`src/rtl/core/arpc_pkg.sv`:
```
package arpc_pkg;

    // Default number of cache slots
    localparam int unsigned ENTRIES_DEF = 8;

    // Field widths
    localparam int unsigned IP_W    = 32;
    localparam int unsigned MAC_W   = 48;
    localparam int unsigned STAMP_W = 32;
    localparam int unsigned CFG_IDX_W = 2;
    localparam int unsigned ENTRY_W = IP_W + MAC_W + STAMP_W;

    // Reset value of the expiry limit, in seconds
    localparam logic [STAMP_W-1:0] MAX_AGE_RST = STAMP_W'(43200);

    // Item opcodes
    typedef enum logic {
        OP_LOOKUP = 1'b0,
        OP_LEARN  = 1'b1
    } t_opcode;

    // Configuration register indexes
    typedef enum logic [CFG_IDX_W-1:0] {
        CFG_OWN_IP      = 2'd0,
        CFG_SUBNET_MASK = 2'd1,
        CFG_GATEWAY_IP  = 2'd2,
        CFG_MAX_AGE     = 2'd3
    } t_cfg_idx;

    // Controller to datapath commands
    typedef struct packed {
        logic capture;   // latch input beat
        logic learn;     // write slot under fill pointer
        logic setup;     // pick address to resolve, start scan
        logic scan;      // evaluate current slot
        logic load_out;  // move result into output register
    } t_cmd;

    // Datapath to controller status
    typedef struct packed {
        logic match;     // current slot matches resolved address
        logic last;      // current slot is the final one
    } t_sts;

endpackage

```
`src/rtl/core/arpc_ram.sv`:
```
module arpc_ram #(
    parameter int unsigned WIDTH = 8,
    parameter int unsigned DEPTH = 8
) (
    input  logic                     i_clk,
    input  logic                     i_we,
    input  logic [$clog2(DEPTH)-1:0] i_waddr,
    input  logic [WIDTH-1:0]         i_wdata,
    input  logic                     i_re,
    input  logic [$clog2(DEPTH)-1:0] i_raddr,
    output logic [WIDTH-1:0]         o_rdata
);

    logic [WIDTH-1:0] r_mem [DEPTH];
    logic [WIDTH-1:0] r_rdata;

    // One write port, one registered read port
    always_ff @(posedge i_clk) begin
        if (i_we) begin
            r_mem[i_waddr] <= i_wdata;
        end
        if (i_re) begin
            r_rdata <= r_mem[i_raddr];
        end
    end

    assign o_rdata = r_rdata;

endmodule

```
`src/rtl/core/arpc_dp.sv`:
```
module arpc_dp #(
    parameter int unsigned ENTRIES = arpc_pkg::ENTRIES_DEF
) (
    input  logic                                i_clk,
    input  logic                                i_rst_n,
    // config write
    input  logic                                i_cfg_we,
    input  logic [arpc_pkg::CFG_IDX_W-1:0]      i_cfg_index,
    input  logic [31:0]                         i_cfg_data,
    // input beat payload
    input  logic [arpc_pkg::IP_W-1:0]           i_query_ip,
    input  logic [arpc_pkg::MAC_W-1:0]          i_learn_mac,
    input  logic [arpc_pkg::STAMP_W-1:0]        i_now_sec,
    // control
    input  arpc_pkg::t_cmd                      i_cmd,
    output arpc_pkg::t_sts                      o_sts,
    // result payload
    output logic                                o_hit,
    output logic                                o_send_request,
    output logic [arpc_pkg::IP_W-1:0]           o_resolve_ip,
    output logic [arpc_pkg::MAC_W-1:0]          o_found_mac
);

    localparam int unsigned IW = $clog2(ENTRIES);
    localparam int unsigned IPW = arpc_pkg::IP_W;
    localparam int unsigned MW  = arpc_pkg::MAC_W;
    localparam int unsigned SW  = arpc_pkg::STAMP_W;
    localparam logic [IW-1:0] LAST_IDX = IW'(ENTRIES - 1);

    // Configuration registers
    logic [IPW-1:0] r_own_ip;
    logic [IPW-1:0] r_subnet_mask;
    logic [IPW-1:0] r_gateway_ip;
    logic [SW-1:0]  r_max_age;

    // Captured input beat
    logic [IPW-1:0] r_qip;
    logic [MW-1:0]  r_mac;
    logic [SW-1:0]  r_now;

    // Slot bookkeeping
    logic [ENTRIES-1:0] r_valid;
    logic [IW-1:0]      r_ptr;
    logic [IW-1:0]      r_idx;

    // Working result
    logic [IPW-1:0] r_target;
    logic           r_hit;
    logic           r_miss;
    logic [MW-1:0]  r_fmac;

    // Output register
    logic           r_out_hit;
    logic           r_out_req;
    logic [IPW-1:0] r_out_ip;
    logic [MW-1:0]  r_out_mac;

    // RAM signals
    logic [arpc_pkg::ENTRY_W-1:0] ram_wdata;
    logic [arpc_pkg::ENTRY_W-1:0] ram_rdata;
    logic [IW-1:0]                ram_raddr;
    logic                         ram_re;

    // Current slot as seen by the scan
    logic [IPW-1:0] slot_ip;
    logic [MW-1:0]  slot_mac;
    logic [SW-1:0]  slot_stamp;
    logic [SW-1:0]  slot_age;
    logic           slot_expire;
    logic [IPW-1:0] live_ip;
    logic [MW-1:0]  live_mac;
    logic           on_subnet;
    logic           is_last;

    assign ram_wdata = {r_qip, r_mac, r_now};

    // Read slot 0 on setup, then one slot ahead of the one under evaluation
    always_comb begin
        ram_re    = i_cmd.setup | i_cmd.scan;
        ram_raddr = '0;
        if (i_cmd.scan && !is_last) begin
            ram_raddr = r_idx + IW'(1);
        end
    end

    arpc_ram #(
        .WIDTH (arpc_pkg::ENTRY_W),
        .DEPTH (ENTRIES)
    ) u_ram (
        .i_clk   (i_clk),
        .i_we    (i_cmd.learn),
        .i_waddr (r_ptr),
        .i_wdata (ram_wdata),
        .i_re    (ram_re),
        .i_raddr (ram_raddr),
        .o_rdata (ram_rdata)
    );

    // Slot evaluation: invalid slots read as zero, aged slots drop out
    always_comb begin
        if (r_valid[r_idx]) begin
            {slot_ip, slot_mac, slot_stamp} = ram_rdata;
        end else begin
            slot_ip    = '0;
            slot_mac   = '0;
            slot_stamp = '0;
        end
        slot_age    = r_now - slot_stamp;
        slot_expire = slot_age > r_max_age;
        live_ip     = slot_expire ? '0 : slot_ip;
        live_mac    = slot_expire ? '0 : slot_mac;
    end

    assign is_last   = (r_idx == LAST_IDX);
    assign on_subnet = (((r_qip ^ r_own_ip) & r_subnet_mask) == '0);

    assign o_sts.match = (live_ip == r_target);
    assign o_sts.last  = is_last;

    // Configuration registers
    always_ff @(posedge i_clk) begin
        if (!i_rst_n) begin
            r_own_ip      <= '0;
            r_subnet_mask <= '0;
            r_gateway_ip  <= '0;
            r_max_age     <= arpc_pkg::MAX_AGE_RST;
        end else if (i_cfg_we) begin
            unique case (arpc_pkg::t_cfg_idx'(i_cfg_index))
                arpc_pkg::CFG_OWN_IP:      r_own_ip      <= i_cfg_data;
                arpc_pkg::CFG_SUBNET_MASK: r_subnet_mask <= i_cfg_data;
                arpc_pkg::CFG_GATEWAY_IP:  r_gateway_ip  <= i_cfg_data;
                arpc_pkg::CFG_MAX_AGE:     r_max_age     <= i_cfg_data;
                default: ;
            endcase
        end
    end

    // Valid bits and fill pointer
    always_ff @(posedge i_clk) begin
        if (!i_rst_n) begin
            r_valid <= '0;
            r_ptr   <= '0;
        end else begin
            if (i_cmd.learn) begin
                r_valid[r_ptr] <= 1'b1;
                r_ptr          <= (r_ptr == LAST_IDX) ? '0 : r_ptr + IW'(1);
            end
            if (i_cmd.scan && slot_expire) begin
                r_valid[r_idx] <= 1'b0;
            end
        end
    end

    // Scan index
    always_ff @(posedge i_clk) begin
        if (!i_rst_n) begin
            r_idx <= '0;
        end else if (i_cmd.setup) begin
            r_idx <= '0;
        end else if (i_cmd.scan && !o_sts.match && !is_last) begin
            r_idx <= r_idx + IW'(1);
        end
    end

    // Input capture and working result
    always_ff @(posedge i_clk) begin
        if (i_cmd.capture) begin
            r_qip <= i_query_ip;
            r_mac <= i_learn_mac;
            r_now <= i_now_sec;
        end
        if (i_cmd.learn) begin
            r_target <= '0;
            r_hit    <= 1'b0;
            r_miss   <= 1'b0;
            r_fmac   <= '0;
        end else if (i_cmd.setup) begin
            r_target <= on_subnet ? r_qip : r_gateway_ip;
            r_hit    <= 1'b0;
            r_miss   <= 1'b0;
            r_fmac   <= '0;
        end else if (i_cmd.scan) begin
            if (o_sts.match) begin
                r_hit  <= 1'b1;
                r_fmac <= live_mac;
            end else if (is_last) begin
                r_miss <= 1'b1;
            end
        end
    end

    // Output register
    always_ff @(posedge i_clk) begin
        if (i_cmd.load_out) begin
            r_out_hit <= r_hit;
            r_out_req <= r_miss;
            r_out_ip  <= r_target;
            r_out_mac <= r_fmac;
        end
    end

    assign o_hit          = r_out_hit;
    assign o_send_request = r_out_req;
    assign o_resolve_ip   = r_out_ip;
    assign o_found_mac    = r_out_mac;

endmodule

```
`src/rtl/core/arpc_ctrl.sv`:
```
module arpc_ctrl (
    input  logic            i_clk,
    input  logic            i_rst_n,
    input  logic            i_in_valid,
    input  logic            i_opcode,
    output logic            o_in_stall,
    output logic            o_out_valid,
    input  logic            i_out_stall,
    output arpc_pkg::t_cmd  o_cmd,
    input  arpc_pkg::t_sts  i_sts
);

    typedef enum logic [4:0] {
        S_IDLE  = 5'b00001,
        S_LEARN = 5'b00010,
        S_SETUP = 5'b00100,
        S_SCAN  = 5'b01000,
        S_DONE  = 5'b10000
    } t_state;

    t_state r_state;
    t_state n_state;
    logic   r_out_valid;
    logic   n_out_valid;
    logic   out_free;

    assign out_free = !r_out_valid || !i_out_stall;

    // Sequencer
    always_comb begin
        n_state = r_state;
        o_cmd   = '0;
        unique case (r_state)
            S_IDLE: begin
                if (i_in_valid) begin
                    o_cmd.capture = 1'b1;
                    n_state = (i_opcode == arpc_pkg::OP_LEARN) ? S_LEARN : S_SETUP;
                end
            end
            S_LEARN: begin
                o_cmd.learn = 1'b1;
                n_state = S_DONE;
            end
            S_SETUP: begin
                o_cmd.setup = 1'b1;
                n_state = S_SCAN;
            end
            S_SCAN: begin
                o_cmd.scan = 1'b1;
                if (i_sts.match || i_sts.last) begin
                    n_state = S_DONE;
                end
            end
            S_DONE: begin
                if (out_free) begin
                    o_cmd.load_out = 1'b1;
                    n_state = S_IDLE;
                end
            end
            default: n_state = S_IDLE;
        endcase
    end

    // Output valid: set on load, cleared when the beat is taken
    always_comb begin
        n_out_valid = r_out_valid;
        if (o_cmd.load_out) begin
            n_out_valid = 1'b1;
        end else if (!i_out_stall) begin
            n_out_valid = 1'b0;
        end
    end

    always_ff @(posedge i_clk) begin
        if (!i_rst_n) begin
            r_state     <= S_IDLE;
            r_out_valid <= 1'b0;
        end else begin
            r_state     <= n_state;
            r_out_valid <= n_out_valid;
        end
    end

    assign o_in_stall  = (r_state != S_IDLE);
    assign o_out_valid = r_out_valid;

endmodule

```
`src/rtl/core/arp_cache_with_aging.sv`:
```
// Lookup: states SETUP, SCAN and DONE follow the accepting edge; SCAN visits 1..ENTRIES
// slots one by one through the single RAM read port, until a match or the last slot.
// Learn: states LEARN and DONE follow the accepting edge, with one RAM write.
// One item in flight; the next beat is taken the cycle after the result is loaded,
// which DONE does only once the output register is free, so output stalls hold it.
// Synchronous active-low reset clears all slots, the fill pointer, scan index and state.
module arp_cache_with_aging #(
    parameter int unsigned ENTRIES = arpc_pkg::ENTRIES_DEF
) (
    input  logic                             i_clk,
    input  logic                             i_rst_n,
    // config write channel
    input  logic                             i_cfg_valid,
    output logic                             o_cfg_ready,
    input  logic [arpc_pkg::CFG_IDX_W-1:0]   i_cfg_index,
    input  logic [31:0]                      i_cfg_data,
    // input channel
    input  logic                             i_in_valid,
    output logic                             o_in_stall,
    input  logic                             i_opcode,
    input  logic [arpc_pkg::IP_W-1:0]        i_query_ip,
    input  logic [arpc_pkg::MAC_W-1:0]       i_learn_mac,
    input  logic [arpc_pkg::STAMP_W-1:0]     i_now_sec,
    // output channel
    output logic                             o_out_valid,
    input  logic                             i_out_stall,
    output logic                             o_hit,
    output logic                             o_send_request,
    output logic [arpc_pkg::IP_W-1:0]        o_resolve_ip,
    output logic [arpc_pkg::MAC_W-1:0]       o_found_mac
);

    arpc_pkg::t_cmd cmd;
    arpc_pkg::t_sts sts;

    // Config writes are always taken
    assign o_cfg_ready = 1'b1;

    arpc_ctrl u_ctrl (
        .i_clk       (i_clk),
        .i_rst_n     (i_rst_n),
        .i_in_valid  (i_in_valid),
        .i_opcode    (i_opcode),
        .o_in_stall  (o_in_stall),
        .o_out_valid (o_out_valid),
        .i_out_stall (i_out_stall),
        .o_cmd       (cmd),
        .i_sts       (sts)
    );

    arpc_dp #(
        .ENTRIES (ENTRIES)
    ) u_dp (
        .i_clk          (i_clk),
        .i_rst_n        (i_rst_n),
        .i_cfg_we       (i_cfg_valid & o_cfg_ready),
        .i_cfg_index    (i_cfg_index),
        .i_cfg_data     (i_cfg_data),
        .i_query_ip     (i_query_ip),
        .i_learn_mac    (i_learn_mac),
        .i_now_sec      (i_now_sec),
        .i_cmd          (cmd),
        .o_sts          (sts),
        .o_hit          (o_hit),
        .o_send_request (o_send_request),
        .o_resolve_ip   (o_resolve_ip),
        .o_found_mac    (o_found_mac)
    );

endmodule

```
`config.mk`:
```
export PLATFORM = sky130hd
export DESIGN_NAME = arp_cache_with_aging
export DESIGN_NICKNAME = d
export VERILOG_FILES = /design/src/rtl/core/arpc_pkg.sv /design/src/rtl/core/arpc_ram.sv /design/src/rtl/core/arpc_dp.sv /design/src/rtl/core/arpc_ctrl.sv /design/src/rtl/core/arp_cache_with_aging.sv
export SDC_FILE = /design/constraint.sdc
export NUM_CORES = 2
export LEC_CHECK = 0
export BUFFER_PORTS_ARGS = -buffer_cell sky130_fd_sc_hd__buf_4
export CELL_PAD_IN_SITES_DETAIL_PLACEMENT = 1
export CELL_PAD_IN_SITES_GLOBAL_PLACEMENT = 1
export CORE_MARGIN = 10
export CORE_UTILIZATION = 33
export DETAILED_ROUTE_END_ITERATION = 7
export PLACE_DENSITY = 0.53
export SETUP_SLACK_MARGIN = 0.05
export SLEW_MARGIN = 5
export SYNTH_ARGS = -nofsm -noshare
export SYNTH_HDL_FRONTEND = slang
export SYNTH_SLANG_ARGS = --single-unit
```
`constraint.sdc`:
```
create_clock -name i_clk -period 20.2 [get_ports i_clk]
set_input_delay 1.01 -clock i_clk [delete_from_list [all_inputs] [get_ports i_clk]]
set_output_delay 1.01 -clock i_clk [all_outputs]
set_load 0.005 [all_outputs]
```
==> impl_metrics.env <==
export IMPL_synth_edf_count=1202
export IMPL_cts_root_buf="clkbuf_16"
export IMPL_firstDrtPassIters=5
export IMPL_syn_area_per_cell_sq_um=12.8
export IMPL_fmax_mhz=120
export IMPL_finalSetupViolations=0
export IMPL_r2r_end="u_dp.r_fmac[46]$_SDFFE_PP0P_"
export IMPL_outcome="finished, final reports clean"
export IMPL_die_area_sq_um=190000
export IMPL_tightest_slew_ps=1200
export IMPL_drc=0
export IMPL_yosys_top_cells_count="1202 x edfxtp_1, 997 x nand2_1, 356 x nand3_1, 230 x dfxtp_1, 214 x clkbuf_1"
export IMPL_holdPathStages=2
export IMPL_multiInputGateArea_sq_um=15000
export IMPL_synth_most_common_cell="edfxtp_1"
export IMPL_drt_iter0_drc=2327
export IMPL_vias=36100
export IMPL_antenna_found_initial=7
export IMPL_cts_buffers=162
export IMPL_synth_flop_cell="edfxtp_1"
export IMPL_finalCriticalPeriod_ps=8360
export IMPL_io_pins=237
export IMPL_area_delta_synth_final_pct=16.6
export IMPL_preCtsSetupSlack_ps=11730
export IMPL_grt_first_pass_wirelength_um=258000
export IMPL_cp_arrival_ps=9080
export IMPL_skew_ps=19.6
export IMPL_cts_buffer_depth=3
export IMPL_num_rows=152
export IMPL_slew_headroom_pct=20.0
export IMPL_routed_via_density=5.06
export IMPL_syn_instance_count=4478
export IMPL_endpoint_kind="flip-flop"
export IMPL_slew_viol_final=0
export IMPL_holdPathEnd="u_ctrl.r_state[2]$_SDFFE_PN0P_"
export IMPL_ys_async_sr_fraction_pct=0
export IMPL_synth_fp_nets=4699
export IMPL_ir_worst_vdd_mv=0.0912
export IMPL_start_util_pct=33.3
export IMPL_yosys_warnings=0
export IMPL_place_congestion=0.789
export IMPL_cp_top_family="simple AND/OR/NAND/NOR gates"
export IMPL_h_tree_depth=4
export IMPL_cts_sinks=1432
export IMPL_synthTopCellsByArea="edfxtp_1 63%, dfxtp_1 8.0%, nand2_1 6.5%"
export IMPL_reg2reg_from="u_dp.r_idx[0]$_SDFFE_PP0P_"
export IMPL_grt_max_degree=165
export IMPL_required_ps=20920
export IMPL_ant_nets=0
export IMPL_cap_violations=0
export IMPL_power_density_nw_per_um2=98.1
export IMPL_fillers=18000
export IMPL_dpl_cell_area_sq_um=61600
export IMPL_critPathMaxFanout=67
export IMPL_ys_ff_latch=1432
export IMPL_yosysUniqueCellTypes=69
export IMPL_totalWireLength_um=175000
export IMPL_rsz0062_at_grt="false"
export IMPL_clk_pin_slew_worst_paths_ps=60
export IMPL_postCtsSetupBuffers=0
export IMPL_clock_latency_ps=810
export IMPL_io_buffers=235
export IMPL_seq_area_frac_synth_pct=71.1
export IMPL_final_hold_viol_count=0
export IMPL_grt_pass1_vias=37800
export IMPL_p_leak_nw=22.6
export IMPL_holdCritPathClass="in2reg"
export IMPL_grt_usage_pct=17.9
export IMPL_cpPeakStageDelay_ps=970
export IMPL_drive_gt1_share_pct=11.8
export IMPL_synth_largest_area_cell="edfxtp_1"
export IMPL_crit_buf_inv=2
export IMPL_final_nets=4901
export IMPL_fin_setup_tns_ps=0
export IMPL_reg2regPathDepth=25
export IMPL_criticalPathCategory="reg2reg"
export IMPL_fin_area_sq_um=66700
export IMPL_fp_dieW_um=436
export IMPL_seqCellArea_sq_um=40700
export IMPL_ctsResizeCount=0
export IMPL_r2r_setup_slack_ps=11840
export IMPL_cp_startpoint="u_dp.r_idx[0]$_SDFFE_PP0P_"
export IMPL_start_kind="flip-flop"
export IMPL_hp_start="i_opcode"
export IMPL_finalCritPeriodShare_pct=41.4
export IMPL_hpwl_um=102000
export IMPL_yosysTopAreaCellShare_pct=63.1
export IMPL_cpMaxStageDelayCell="dfxtp_4"
export IMPL_fp_dieH_um=436
export IMPL_wl_per_cell_um=24.5
export IMPL_ctsHoldBuffers=0
export IMPL_overflow=0
export IMPL_layout_setup_ws_ps=11840
export IMPL_core_sq_um=172000
export IMPL_cts_tree="done"
export IMPL_synth_area_sq_um=57200
-- sequential cells by signal, summed over array words and instances (netlist names), 3 cells and up --
signal and cells:
u_dp.r_qip 32, u_dp.r_now 32, u_dp.r_own_ip 32, u_dp.r_ptr 3
u_dp.o_resolve_ip 32, u_dp.r_mac 48, u_dp.r_max_age 32, u_dp.o_found_mac 48
u_dp.r_idx 3, u_dp.r_target 32, u_dp.r_gateway_ip 32, u_dp.u_ram.r_mem 896
u_ctrl.r_state 5, u_dp.r_valid 8, u_dp.r_fmac 48, u_dp.u_ram.o_rdata 112
u_dp.r_subnet_mask 32
-- how the worst max path moves through the flow --
stage / endpoint / slack [ps] / depth (start not counted)
finish: u_dp.r_fmac[46]$_SDFFE_PP0P_ / 11840 / 25
global route: u_dp.r_fmac[41]$_SDFFE_PP0P_ / 11100 / 25
CTS: u_dp.r_fmac[46]$_SDFFE_PP0P_ / 11680 / 25
detailed placement: u_dp.r_fmac[46]$_SDFFE_PP0P_ / 11730 / 25
global placement: u_dp.r_fmac[45]$_SDFFE_PP0P_ / 11820 / 25
floorplan: u_dp.r_valid[0]$_SDFF_PN0_ / 7280 / 4
-- metrics by stage --
step	hold slack, ps	utilization, %	instances	total power, mW
2_1_floorplan	408	-	4478	3.58
3_3_place_gp	414	35.8	6826	3.76
3_5_place_dp	418	35.8	6826	3.77
4_1_cts	302	38.8	7127	6.63
5_1_grt	313	38.8	7128	6.78
6_report	374	38.8	7131	6.54
-- cell usage in the layout, fill, tap and decap left out, types with 13 or more instances in the layout --
cell / count
nor3_1: 118
o22ai_1: 18
nor2_1: 30
a21o_1: 21
xnor2_1: 20
o21ai_0: 129
buf_4: 290
o221ai_1: 113
nand3_1: 356
clkinv_1: 30
dfxtp_1: 229
xor2_1: 40
mux2i_1: 194
nor2b_1: 26
clkinv_2: 20
a21oi_1: 150
nand2b_1: 13
clkbuf_16: 163
a21boi_0: 128
o21ai_1: 18
ha_1: 67
inv_1: 176
clkbuf_1: 49
edfxtp_1: 1202
a22oi_1: 16
nand2_1: 993
nand4_1: 16
-- logic make-up (layout without fill, tap and decap cells) --
logic type,count (synthesis),after routing,share of synthesized area (%)
muxes,196,196,3.45
xor gates and xnor gates,60,60,0.918
AOI/OAI and AO/OA,665,665,7.78
DFF,1432,1432,71.1
and+or+nand+nor,1619,1619,12.2
other,1,5,0.00655
buffers and inverters,436,775,2.95
adders and majority gates,69,69,1.52
-- power breakdown --
group / leakage [nW] / switching (mW) / internal [mW]
sequential: 12.6 / 0.116 / 3.28
combinational: 7.47 / 0.178 / 0.123
clock: 2.47 / 1.22 / 1.62
total: 22.6 / 1.52 / 5.03
-- per-layer routing --
metal	GRT usage (%)	share of wire (%)	vias up
li1	-	-	16700
met4	4.15	1.9	0
met1	23.4	45	18500
met2	31.4	50	605
met3	2.54	3.2	208
met5	0	0	-
-- layout make-up --
cell class | instances | share of cell area, %
Timing Repair Buffer | 298 | 3.50
Clock buffer | 224 | 6.64
Multi-Input combinational cell | 2610 | 22.5
Antenna cell | 4 | 0.0150
Sequential cell | 1432 | 61.0
Clock inverter | 77 | 1.01
Tap cell | 2310 | 4.33
Inverter | 176 | 0.990
No activity file was read; power rests on OpenSTA's default activity.
